===== src/sv/alxd_pkg.sv =====
// Shared types and constants of the length-prefixed XOR-checked frame receiver.
package alxd_pkg;

    // Field widths of one byte and of the parsed size.
    localparam int unsigned BYTE_W = 8;
    localparam int unsigned SIZE_W = 10;

    // Byte positions inside a frame.
    localparam int unsigned POS_DIGITS_END = 3;
    localparam int unsigned POS_ID         = 3;
    localparam int unsigned POS_SUB_ID     = 4;
    localparam int unsigned POS_CTRL       = 5;
    localparam int unsigned POS_HELD       = 7;

    // ASCII decimal digit range.
    localparam logic [BYTE_W-1:0] ASCII_ZERO = 8'h30;
    localparam logic [BYTE_W-1:0] ASCII_NINE = 8'h39;

    // Packed widths of the result channel.
    localparam int unsigned M_TDATA_W = 48;

    // Kind of a result transaction.
    typedef enum logic {
        KIND_DATA   = 1'b0,
        KIND_STATUS = 1'b1
    } kind_t;

    // End-of-frame status fields.
    typedef struct packed {
        logic [BYTE_W-1:0] frame_id;
        logic [BYTE_W-1:0] frame_sub_id;
        logic [BYTE_W-1:0] frame_ctrl;
        logic              checksum_ok;
        logic              length_ok;
        logic              frame_valid;
        logic [SIZE_W-1:0] declared_length;
    } status_t;

    // Results caused by one input byte: an optional delayed data byte,
    // then an optional status.
    typedef struct packed {
        logic              data_vld;
        logic [BYTE_W-1:0] data_byte;
        logic              stat_vld;
        status_t           stat;
    } rec_t;

endpackage


===== src/sv/ascii_length_xor_deframer.sv =====
// Top level of the length-prefixed frame receiver with XOR checksum.
//
// Input channel (s_): one frame byte per transaction in s_tdata, with
// s_tlast marking the checksum byte that ends the frame. A frame is three
// ASCII size digits, ID, sub-ID and control bytes, data bytes, checksum.
// Result channel (m_): m_tuser gives the kind (0 data, 1 status). Data bytes
// come out one input byte late; the checksum byte yields the status, after
// the last data byte if one is still held. m_tlast marks the final result
// caused by one input byte.
// Throughput is one byte per cycle while the buffer is not full. A result is
// stored when the byte that causes it is accepted. A two-record buffer parts
// the channels; s_tready drops only when it is full, which a checksum byte
// that also flushes a data byte can cause under a continuous stream.
// When m_tready is low, results wait in the buffer and input stops after two
// records are stored. Reset clears the frame state and empties the buffer.
module ascii_length_xor_deframer #(
    parameter int unsigned MAX_FRAME_BYTES = 1024
) (
    input  logic        aclk,
    input  logic        aresetn,
    input  logic        s_tvalid,
    output logic        s_tready,
    input  logic [7:0]  s_tdata,   // [7:0] rx_byte
    input  logic        s_tlast,   // frame_end
    output logic        m_tvalid,
    input  logic        m_tready,
    // [7:0] payload_byte, [15:8] frame_id, [23:16] frame_sub_id,
    // [31:24] frame_ctrl, [32] checksum_ok, [33] length_ok,
    // [34] frame_valid, [44:35] declared_length, [47:45] zero
    output logic [alxd_pkg::M_TDATA_W-1:0] m_tdata,
    output logic        m_tuser,   // kind
    output logic        m_tlast    // last
);

    alxd_pkg::rec_t                rec;
    logic                          rec_vld;
    logic                          in_accept;
    alxd_pkg::kind_t               out_kind;
    logic [alxd_pkg::BYTE_W-1:0]   out_payload;
    alxd_pkg::status_t             out_stat;

    assign in_accept = s_tvalid && s_tready;

    alxd_parser #(
        .MAX_FRAME_BYTES(MAX_FRAME_BYTES)
    ) u_parser (
        .clk      (aclk),
        .rst_n    (aresetn),
        .in_accept(in_accept),
        .in_byte  (s_tdata),
        .in_end   (s_tlast),
        .rec      (rec),
        .rec_vld  (rec_vld)
    );

    alxd_out_buf u_out_buf (
        .clk        (aclk),
        .rst_n      (aresetn),
        .wr_rec     (rec),
        .wr_en      (rec_vld),
        .wr_ready   (s_tready),
        .out_valid  (m_tvalid),
        .out_ready  (m_tready),
        .out_kind   (out_kind),
        .out_payload(out_payload),
        .out_stat   (out_stat),
        .out_last   (m_tlast)
    );

    // Pack the result fields, highest field first.
    assign m_tdata = {3'b000,
                      out_stat.declared_length,
                      out_stat.frame_valid,
                      out_stat.length_ok,
                      out_stat.checksum_ok,
                      out_stat.frame_ctrl,
                      out_stat.frame_sub_id,
                      out_stat.frame_id,
                      out_payload};
    assign m_tuser = out_kind;

endmodule


===== src/sv/alxd_parser.sv =====
// Frame parser: size digits, header capture, running XOR and data delay.
module alxd_parser #(
    parameter int unsigned MAX_FRAME_BYTES = 1024
) (
    input  logic                        clk,
    input  logic                        rst_n,
    input  logic                        in_accept,
    input  logic [alxd_pkg::BYTE_W-1:0] in_byte,
    input  logic                        in_end,
    output alxd_pkg::rec_t              rec,
    output logic                        rec_vld
);

    localparam int unsigned POS_W = $clog2(MAX_FRAME_BYTES + 1);
    localparam int unsigned CMP_W = ((POS_W > alxd_pkg::SIZE_W) ? POS_W : alxd_pkg::SIZE_W) + 1;

    logic [POS_W-1:0]            pos_reg, pos_next;
    logic [alxd_pkg::SIZE_W-1:0] size_reg, size_next;
    logic                        stopped_reg, stopped_next;
    logic [alxd_pkg::BYTE_W-1:0] xor_reg, xor_next;
    logic [alxd_pkg::BYTE_W-1:0] held_reg, held_next;
    logic [alxd_pkg::BYTE_W-1:0] id_reg, id_next;
    logic [alxd_pkg::BYTE_W-1:0] sub_id_reg, sub_id_next;
    logic [alxd_pkg::BYTE_W-1:0] ctrl_reg, ctrl_next;

    logic                        has_held;
    logic                        is_digit;
    logic                        over;
    logic                        len_ok;
    logic                        ck_ok;
    logic [alxd_pkg::SIZE_W-1:0] size_x10;

    assign has_held = pos_reg >= POS_W'(alxd_pkg::POS_HELD);
    assign is_digit = (in_byte >= alxd_pkg::ASCII_ZERO) && (in_byte <= alxd_pkg::ASCII_NINE);
    assign over     = pos_reg >= POS_W'(MAX_FRAME_BYTES);
    assign size_x10 = {size_reg[alxd_pkg::SIZE_W-4:0], 3'b000}
                    + {size_reg[alxd_pkg::SIZE_W-2:0], 1'b0};

    // Frame length minus three equals the size when position equals size plus two.
    assign len_ok = !over && (pos_reg >= POS_W'(2))
                 && ((CMP_W'(pos_reg) - CMP_W'(2)) == CMP_W'(size_reg))
                 && (size_reg != '0);
    assign ck_ok  = in_byte == xor_reg;

    // Next state and the results of the accepted byte.
    always_comb begin
        pos_next     = pos_reg;
        size_next    = size_reg;
        stopped_next = stopped_reg;
        xor_next     = xor_reg;
        held_next    = held_reg;
        id_next      = id_reg;
        sub_id_next  = sub_id_reg;
        ctrl_next    = ctrl_reg;
        rec          = '0;
        rec.data_byte = held_reg;
        if (!in_end) begin
            if (pos_reg < POS_W'(alxd_pkg::POS_DIGITS_END)) begin
                if (!stopped_reg) begin
                    if (is_digit) begin
                        size_next = size_x10 + {{(alxd_pkg::SIZE_W-4){1'b0}}, in_byte[3:0]};
                    end else begin
                        stopped_next = 1'b1;
                    end
                end
            end else if (pos_reg == POS_W'(alxd_pkg::POS_ID)) begin
                id_next = in_byte;
            end else if (pos_reg == POS_W'(alxd_pkg::POS_SUB_ID)) begin
                sub_id_next = in_byte;
            end else if (pos_reg == POS_W'(alxd_pkg::POS_CTRL)) begin
                ctrl_next = in_byte;
            end else begin
                rec.data_vld = has_held;
                held_next    = in_byte;
            end
            xor_next = xor_reg ^ in_byte;
            if (!over) begin
                pos_next = pos_reg + POS_W'(1);
            end
        end else begin
            // Checksum byte: flush the held data byte, report, start over.
            rec.data_vld                 = has_held;
            rec.stat_vld                 = 1'b1;
            rec.stat.frame_id            = id_reg;
            rec.stat.frame_sub_id        = sub_id_reg;
            rec.stat.frame_ctrl          = ctrl_reg;
            rec.stat.checksum_ok         = ck_ok;
            rec.stat.length_ok           = len_ok;
            rec.stat.frame_valid         = ck_ok && len_ok;
            rec.stat.declared_length     = size_reg;
            pos_next     = '0;
            size_next    = '0;
            stopped_next = 1'b0;
            xor_next     = '0;
            held_next    = '0;
            id_next      = '0;
            sub_id_next  = '0;
            ctrl_next    = '0;
        end
    end

    assign rec_vld = in_accept && (rec.data_vld || rec.stat_vld);

    // Frame state registers.
    always_ff @(posedge clk) begin
        if (!rst_n) begin
            pos_reg     <= '0;
            size_reg    <= '0;
            stopped_reg <= 1'b0;
            xor_reg     <= '0;
            held_reg    <= '0;
            id_reg      <= '0;
            sub_id_reg  <= '0;
            ctrl_reg    <= '0;
        end else if (in_accept) begin
            pos_reg     <= pos_next;
            size_reg    <= size_next;
            stopped_reg <= stopped_next;
            xor_reg     <= xor_next;
            held_reg    <= held_next;
            id_reg      <= id_next;
            sub_id_reg  <= sub_id_next;
            ctrl_reg    <= ctrl_next;
        end
    end

    // The byte counter never passes its bound.
    assert property (@(posedge clk) disable iff (!rst_n)
        pos_reg <= POS_W'(MAX_FRAME_BYTES))
        else $error("byte position passed its bound");

    // An accepted end byte always starts the next frame from position zero.
    assert property (@(posedge clk) disable iff (!rst_n)
        (in_accept && in_end) |=> (pos_reg == '0) && !stopped_reg && (xor_reg == '0))
        else $error("frame state not cleared after end byte");

endmodule


===== src/sv/alxd_out_buf.sv =====
// Two-record result buffer that serializes data and status transactions.
module alxd_out_buf (
    input  logic                        clk,
    input  logic                        rst_n,
    input  alxd_pkg::rec_t              wr_rec,
    input  logic                        wr_en,
    output logic                        wr_ready,
    output logic                        out_valid,
    input  logic                        out_ready,
    output alxd_pkg::kind_t             out_kind,
    output logic [alxd_pkg::BYTE_W-1:0] out_payload,
    output alxd_pkg::status_t           out_stat,
    output logic                        out_last
);

    alxd_pkg::rec_t mem_reg [2];
    logic           head_reg, head_next;
    logic [1:0]     count_reg, count_next;
    logic           sent_reg, sent_next;

    alxd_pkg::rec_t head_rec;
    logic           emit_data;
    logic           out_fire;
    logic           pop;
    logic           tail;

    assign head_rec  = mem_reg[head_reg];
    assign tail      = head_reg ^ count_reg[0];
    assign wr_ready  = count_reg < 2'd2;
    assign out_valid = count_reg != 2'd0;
    assign emit_data = head_rec.data_vld && !sent_reg;
    assign out_fire  = out_valid && out_ready;
    assign pop       = out_fire && !(emit_data && head_rec.stat_vld);

    // Present the data part of the head record first, then its status.
    always_comb begin
        if (emit_data) begin
            out_kind    = alxd_pkg::KIND_DATA;
            out_payload = head_rec.data_byte;
            out_stat    = '0;
            out_last    = !head_rec.stat_vld;
        end else begin
            out_kind    = alxd_pkg::KIND_STATUS;
            out_payload = '0;
            out_stat    = head_rec.stat;
            out_last    = 1'b1;
        end
    end

    // Pointer, fill count and the data-sent flag.
    always_comb begin
        head_next  = head_reg ^ pop;
        count_next = count_reg + {1'b0, wr_en} - {1'b0, pop};
        sent_next  = sent_reg;
        if (pop) begin
            sent_next = 1'b0;
        end else if (out_fire) begin
            sent_next = 1'b1;
        end
    end

    always_ff @(posedge clk) begin
        if (!rst_n) begin
            head_reg  <= 1'b0;
            count_reg <= 2'd0;
            sent_reg  <= 1'b0;
        end else begin
            head_reg  <= head_next;
            count_reg <= count_next;
            sent_reg  <= sent_next;
        end
    end

    // Record storage.
    always_ff @(posedge clk) begin
        if (wr_en) begin
            mem_reg[tail] <= wr_rec;
        end
    end

    assert property (@(posedge clk) disable iff (!rst_n)
        count_reg <= 2'd2)
        else $error("result buffer count out of range");

    assert property (@(posedge clk) disable iff (!rst_n)
        wr_en |-> (count_reg < 2'd2))
        else $error("write into a full result buffer");

    // A data transaction that is not last is followed by its status.
    assert property (@(posedge clk) disable iff (!rst_n)
        (out_fire && (out_kind == alxd_pkg::KIND_DATA) && !out_last)
        |=> (out_valid && (out_kind == alxd_pkg::KIND_STATUS)))
        else $error("status did not follow its data transaction");

    assert property (@(posedge clk) disable iff (!rst_n)
        sent_reg |-> (count_reg != 2'd0))
        else $error("data-sent flag set with empty buffer");

endmodule

===== config.mk =====
export PLATFORM = sky130hd
export DESIGN_NAME = ascii_length_xor_deframer
export DESIGN_NICKNAME = d
export VERILOG_FILES = /design/src/sv/alxd_pkg.sv /design/src/sv/ascii_length_xor_deframer.sv /design/src/sv/alxd_parser.sv /design/src/sv/alxd_out_buf.sv
export SDC_FILE = /design/constraint.sdc
export NUM_CORES = 1
export LEC_CHECK = 0
export BUFFER_PORTS_ARGS = -buffer_cell sky130_fd_sc_hd__buf_2
export CORE_UTILIZATION = 40
export CTS_CLUSTER_DIAMETER = 80
export DETAILED_ROUTE_END_ITERATION = 10
export PLACE_DENSITY = 0.68
export SLEW_MARGIN = 10
export SYNTH_ARGS = -nofsm -noshare
export SYNTH_HDL_FRONTEND = slang
export SYNTH_SLANG_ARGS = --single-unit

===== constraint.sdc =====
create_clock -name aclk -period 9.5 [get_ports aclk]
set_input_delay 0.475 -clock aclk [delete_from_list [all_inputs] [get_ports aclk]]
set_output_delay 0.475 -clock aclk [all_outputs]
set_load 0.1 [all_outputs]

**Word-level counts from Yosys, hierarchy flattened**

Memories as Yosys holds them, arrays and structs flattened. A register that Yosys moved wholly into a read port is not among the register bits.
Index checks and enable logic that the tools add are counted.

- Flip-flop bits (word level): 66
- Latch bits: 0
- Memory bits (writable): 94
- ROM bits: 0
- Input bits: 13
- Output and inout port bits: 52
- Logic and storage cells: 112
- Memories kept: 1

- Add/sub/neg operators: 6
- $mul: 0
- Divide/modulo/power cells: 0
- Order comparisons: 7
- Equal/unequal tests: 11
- Shift-type cells: 0
- Muxes and demuxes: 41
- Bitwise gates (word level): 4
- Reduce and logical (&&, ||, !) cells: 31

Memory list:

| name | depth | width | rd ports | clocked after Yosys merged registers in | write ports | RTL line | source |
|---|---|---|---|---|---|---|---|
| u_out_buf.mem_reg | 2 | 47 | 1 | 1 | 1 | alxd_out_buf.sv:16 | `alxd_pkg::rec_t mem_reg [2];` |

Operators by type and width:

| operator | number |
|---|---|
| $mux W8 | 19 |
| $mux W10 | 4 |
| $mux W38 | 1 |
| $mux W37 | 1 |
| $eq A11 B3 Y1 const B | 2 |
| $mux W11 | 2 |
| $mux W1 | 14 |
| $eq A12 B10 Y1 | 1 |
| $ne A2 B2 Y1 const B | 6 |
| $reduce_bool A2 Y1 | 6 |
| $sub A11 B2 Y12 const B | 1 |
| $add A11 B1 Y11 const B | 1 |
| $eq A11 B2 Y1 const B | 1 |
| $ge A11 B11 Y1 const B | 1 |
| $ge A11 B2 Y1 const B | 1 |
| $ge A11 B3 Y1 const B | 1 |
| $logic_and A1 B1 Y1 | 11 |
| $lt A11 B2 Y1 const B | 1 |
| $add A10 B10 Y10 | 1 |
| $add A10 B4 Y10 | 1 |
| $reduce_and A5 Y1 | 2 |
| $reduce_bool A10 Y1 | 1 |
| $eq A8 B8 Y1 | 1 |
| $ge A8 B6 Y1 const B | 1 |
| 13 further kinds | 19 |

**Logic depth before layout (Yosys ltp)**

- Depth after elaboration: 11
- Mapped depth: 12
- Mapped depth without buffers: 12

**Hierarchy**

From an unflattened synthesis, not the netlist that was laid out.

- Cells, all modules: 696
- Area, all modules: 7666.1 um2

Modules (own cells, without submodules):

| module | instances | cells each | area an instance (um2) | sequential area each (um2) |
|---|---|---|---|---|
| alxd_out_buf | 1 | 226 | 3822.4 | 2922.8 |
| alxd_parser | 1 | 465 | 3811.2 | 1241.2 |
| ascii_length_xor_deframer | 1 | 5 | 32.5 | 0.0 |

**Least setup slack after synthesis**

No wires, ideal clock.

- Path kind: register to register
- Start: register u_parser.pos_reg[1]
- End: memory u_out_buf.mem_reg[1][0] (netlist bit) (enable)
- Setup time: 457 ps
- Data arrival time: 3596 ps
- Data required time: 9043 ps
- Setup slack: 5447 ps
- Cell stages (with the launch flop): 8
- Path buffers: 0
- Period minus slack after synthesis: 4053 ps
- Cells stage by stage: dfxtp_1 inv_1 ha_1 or3_1 o31ai_1 a211o_1 nand2_1 nor2b_1

- Longest elaborated chain between the ends: 10
- Elaborated cells between the ends (all ways): 14
- Classes of those cells: order compare (2); eq/ne (3); mux (7); reduce/logical (2)

RTL lines:

| element | RTL line | source |
|---|---|---|
| from (decl) | alxd_parser.sv:17 | `logic [POS_W-1:0] pos_reg, pos_next;` |
| from (signal assigned) | alxd_parser.sv:116 | `pos_reg <= pos_next;` |
| $ge A11 B3 Y1 / $eq A11 B3 Y1 (equally long branches) | alxd_parser.sv:33, alxd_parser.sv:70 |  |
| $mux W1 | alxd_parser.sv:70 | `end else if (pos_reg == POS_W'(alxd_pkg::POS_CTRL)) begin` |
| $mux W1 | alxd_parser.sv:68 | `end else if (pos_reg == POS_W'(alxd_pkg::POS_SUB_ID)) begin` |
| $mux W1 | alxd_parser.sv:66 | `end else if (pos_reg == POS_W'(alxd_pkg::POS_ID)) begin` |
| $mux W1 | alxd_parser.sv:58 | `if (pos_reg < POS_W'(alxd_pkg::POS_DIGITS_END)) begin` |
| $mux W1 (*) | alxd_parser.sv:57 | `if (!in_end) begin` |
| $logic_or A1 B1 Y1 (*) | alxd_parser.sv:102 | `assign rec_vld = in_accept && (rec.data_vld \|\| rec.stat_vld);` |
| $logic_and A1 B1 Y1 (*) | alxd_parser.sv:102 |  |
| $mux W1 (*) | alxd_out_buf.sv:76 | `if (wr_en) begin` |
| $mux W1 (not written as such) (*) | alxd_out_buf.sv:77 | `mem_reg[tail] <= wr_rec;` |
| to (decl) | alxd_out_buf.sv:16 |  |

Every way passes the cells marked *; elsewhere a longest branch is shown, timed or not.

==> impl_metrics.json <==
{
  "run_status": "complete, but fails checks",
  "failed_checks": "DRC",
  "flow.area_growth_from_synthesis_pct": 13.7,
  "share_of_layout_cells_above_drive_strength_1": 0.145,
  "ff_latch_area_um2": 4170,
  "tritoncts_buffer_count": 17,
  "crit_path_start_kind": "register",
  "critical_path_class": "register to output port",
  "multi_input_area_um2": 3090,
  "dr_vias_cell": 5.21,
  "async_set_or_reset_flop_fraction_in_the_synthesized_netlist": 0,
  "drv.max_cap_violation_count": 0,
  "post-route-min-period_ps": 3980,
  "synthDominantAreaCellType": "edfxtp_1",
  "global_route.peak_usage_layer": "met2",
  "met2_global_route_usage": 0.275,
  "initial_cell_density_of_the_core": 0.411,
  "wire_per_inst_um": 15.6,
  "flip_flop_count_of_the_largest_register_all_copies_and_words_added": 94,
  "synth-warning-count": 0,
  "timing.final.hold_violations": 0,
  "grt_antenna_before_repair": 0,
  "fmax_mhz": 251,
  "drc": 9,
  "largest_net_degree_at_the_start_of_global_routing": 59,
  "clock-skew-final_ps": 7.07,
  "crit_fanout": 49,
  "path_cells": "buf_4 -> nand2_1 -> a21oi_4 -> clkinv_1 -> nor2_1 -> buf_2",
  "root_buffer": "clkbuf_16",
  "postSynthCellCount": 674,
  "post-route-period-util": 0.419,
  "hpwlAfterDp_um": 9800,
  "grt_util_met3": 0.0363,
  "cts-htree-levels": 4,
  "post_cts_repair_timing_setup_buffer_count": 0,
  "worst_skew_pair.late_latency_ps": 420,
  "ctsLongestPathBuffers": 2,
  "first_pass_iters": 10,
  "syn_area_um2": 7460,
  "number_of_buffers_inserted_for_hold_repair_after_clock_tree_synthesis": 0,
  "max_transition_margin": 0.264,
  "yosysSeqAreaShare": 0.558,
  "clock_sinks": 161,
  "netlist-cell-type-count": 59,
  "floorplan.die.height_um": 139,
  "critical_path.max_stage_delay_ps": 850,
  "total_leakage_power_nw": 3.17,
  "global_route_wire_length_before_repair_um": 24700,
  "design.die.area_um2": 19200,
  "placed_cell_area_um2": 7930,
  "antennaDiodeCount": 0,
  "timing.final.setup_violations": 0,
  "gpl.final_weighted_congestion": 0.783,
  "slowest_stage": "a21oi_4",
  "holdCritPathClass": "primary input to register",
  "finish.net_count": 754,
  "power_w": 0.00230,
  "synth_area_leaders": "edfxtp_1, dfxtp_1, mux2i_1",
  "final_instance_area_um2": 8490,
  "drt_iter0_markers": 321,
  "io_buffer_count": 61,
  "cp_data_arrival_time_ps": 3500,
  "number_of_filler_instances_in_the_final_layout": 1670,
  "final_ant_viol_nets": 0,
  "post_cts_resized": 0,
  "powerDensity_nw_per_um2": 271,
  "postSynthRegisterBits": 161,
  "cts_tree": "yes",
  "grt_overflow": 0,
  "required_time_of_the_worst_setup_path_ps": 9030,
  "top_level_ports": 65,
  "fp.dieW_um": 139,
  "globalRouteTotalUtil": 0.164,
  "fp.coreArea_um2": 18100,
  "route.vias.total": 4992,
  "first_global_vias": 4820,
  "post_synth_edffs": 94,
  "synth_top_area_frac": 0.378,
  "drt_total_wl_um": 15000,
  "worstSetupEndpointType": "output port",
  "cts_clk_pin_slew_worst_paths_ps": 60,
  "maxSlewViolCount": 0,
  "synth-main-ff-cell": "edfxtp_1",
  "groute.layer.met1.usage": 0.211,
  "finalSetupTns_ps": 0,
  "syn_avg_cell_area_um2": 11.1,
  "floorplan.rows": 49,
  "worst-slew-pin-transition_ps": 1100,
  "grt_setup_unrepaired": "no",
  "vdd.ir_drop.worst_v": 0.000132
}
-- layout by cell type (no fill, tap or decap), types with 3 or more instances in the layout --
cell,n
o21bai_1,3
nand3_1,18
nor2_1,73
or3_1,6
nand2_1,45
nor3_1,9
mux2i_1,46
ha_1,22
clkbuf_1,3
inv_1,13
o21ai_0,25
buf_2,61
nor2b_1,8
clkbuf_16,17
inv_6,4
o21ai_1,11
conb_1,3
o21a_1,5
buf_4,4
clkinvlp_4,3
nand4_1,13
a22o_1,24
xnor2_1,23
and2_1,47
a21boi_1,7
a21oi_1,8
nor4_1,7
xor2_1,13
dfxtp_1,66
edfxtp_1,94
-- report_power, final --
part / leakage, nW / internal [W] / total (W) / switching, W
logic: 1.47 / 0.000137 / 0.000837 / 0.000700
clock network: 0.265 / 0.000370 / 0.000642 / 0.000272
registers: 1.44 / 0.000804 / 0.000823 / 0.0000189
total: 3.17 / 0.00131 / 0.00230 / 0.000991
-- critical path, delay by kind of cell, from the launching register on --
family,cells,cell delay (ps)
buffers and inverters,3,1500
AND/OR/NAND/NOR,2,410
AO/OA/AOI/OAI,1,850
flip-flops,1,310
-- cell usage after synthesis, drive strengths merged, types with 5 or more instances --
cell,instances
a22o,24
xnor2,23
nor3,10
buf,16
nor2b,9
o21ai,37
or3,6
xor2,13
and2,47
a21boi,9
nand4,13
mux2i,46
o21a,5
inv,13
ha,22
edfxtp,94
a21oi,9
nor2,74
dfxtp,67
nor4,8
clkbuf,27
nand2,45
nand3,19
-- logic make-up (layout without fill, tap and decap cells) --
| logic type | count (synthesis) | count (layout) | synth area share |
|---|---|---|---|
| other | 1 | 3 | 0.000503 |
| and+or+nand+nor | 246 | 246 | 0.169 |
| DFF | 161 | 161 | 0.558 |
| muxes | 46 | 46 | 0.0617 |
| xor gates and xnor gates | 36 | 36 | 0.0423 |
| AOI/OAI and AO/OA | 102 | 102 | 0.0932 |
| adders and majority gates | 24 | 24 | 0.0423 |
| buffers and inverters | 58 | 112 | 0.0327 |
-- stage by stage --
stage / util / hold slack, ps / std cells / setup slack [ps]
after detailed placement: 0.437 / 442 / 927 / 5770
after CTS: 0.468 / 417 / 959 / 5310
after floorplan: - / 426 / 676 / 5450
after global placement: 0.437 / 439 / 927 / 5930
after global routing: 0.468 / 429 / 959 / 5080
final: 0.468 / 418 / 959 / 5520
-- layout make-up --
| class | count | area share |
|---|---|---|
| clock buffers | 21 | 0.0531 |
| clock inverters | 11 | 0.0125 |
| inverters | 15 | 0.00663 |
| multi-input cells | 457 | 0.364 |
| flip-flops and latches | 161 | 0.491 |
| well taps | 229 | 0.0338 |
| repair buffers | 65 | 0.0395 |
-- layer usage --
layer	wire (um)	part of all wire	vias to the layer above
met5	0	0	-
met4	165	0.011	0
met3	442	0.029	13
met2	7240	0.48	80
met1	7140	0.48	2414
li1	-	-	2485
-- final timing paths --
path	from	end	slack, ps	cells after the start
setup / recovery	register	m_tdata[7]	5520	6
hold / removal	s_tdata[0]	u_parser.ctrl_reg[0]$_SDFFE_PN0P_	420	2
setup reg to reg	u_parser.pos_reg[1]$_SDFFE_PN0P_	u_out_buf.mem_reg[1][20]$_DFFE_PP_	6360	8
hold reg to reg	u_parser.id_reg[1]$_SDFFE_PN0P_	u_parser.id_reg[1]$_SDFFE_PN0P_	450	2
(Power assumes the default switching activity.)
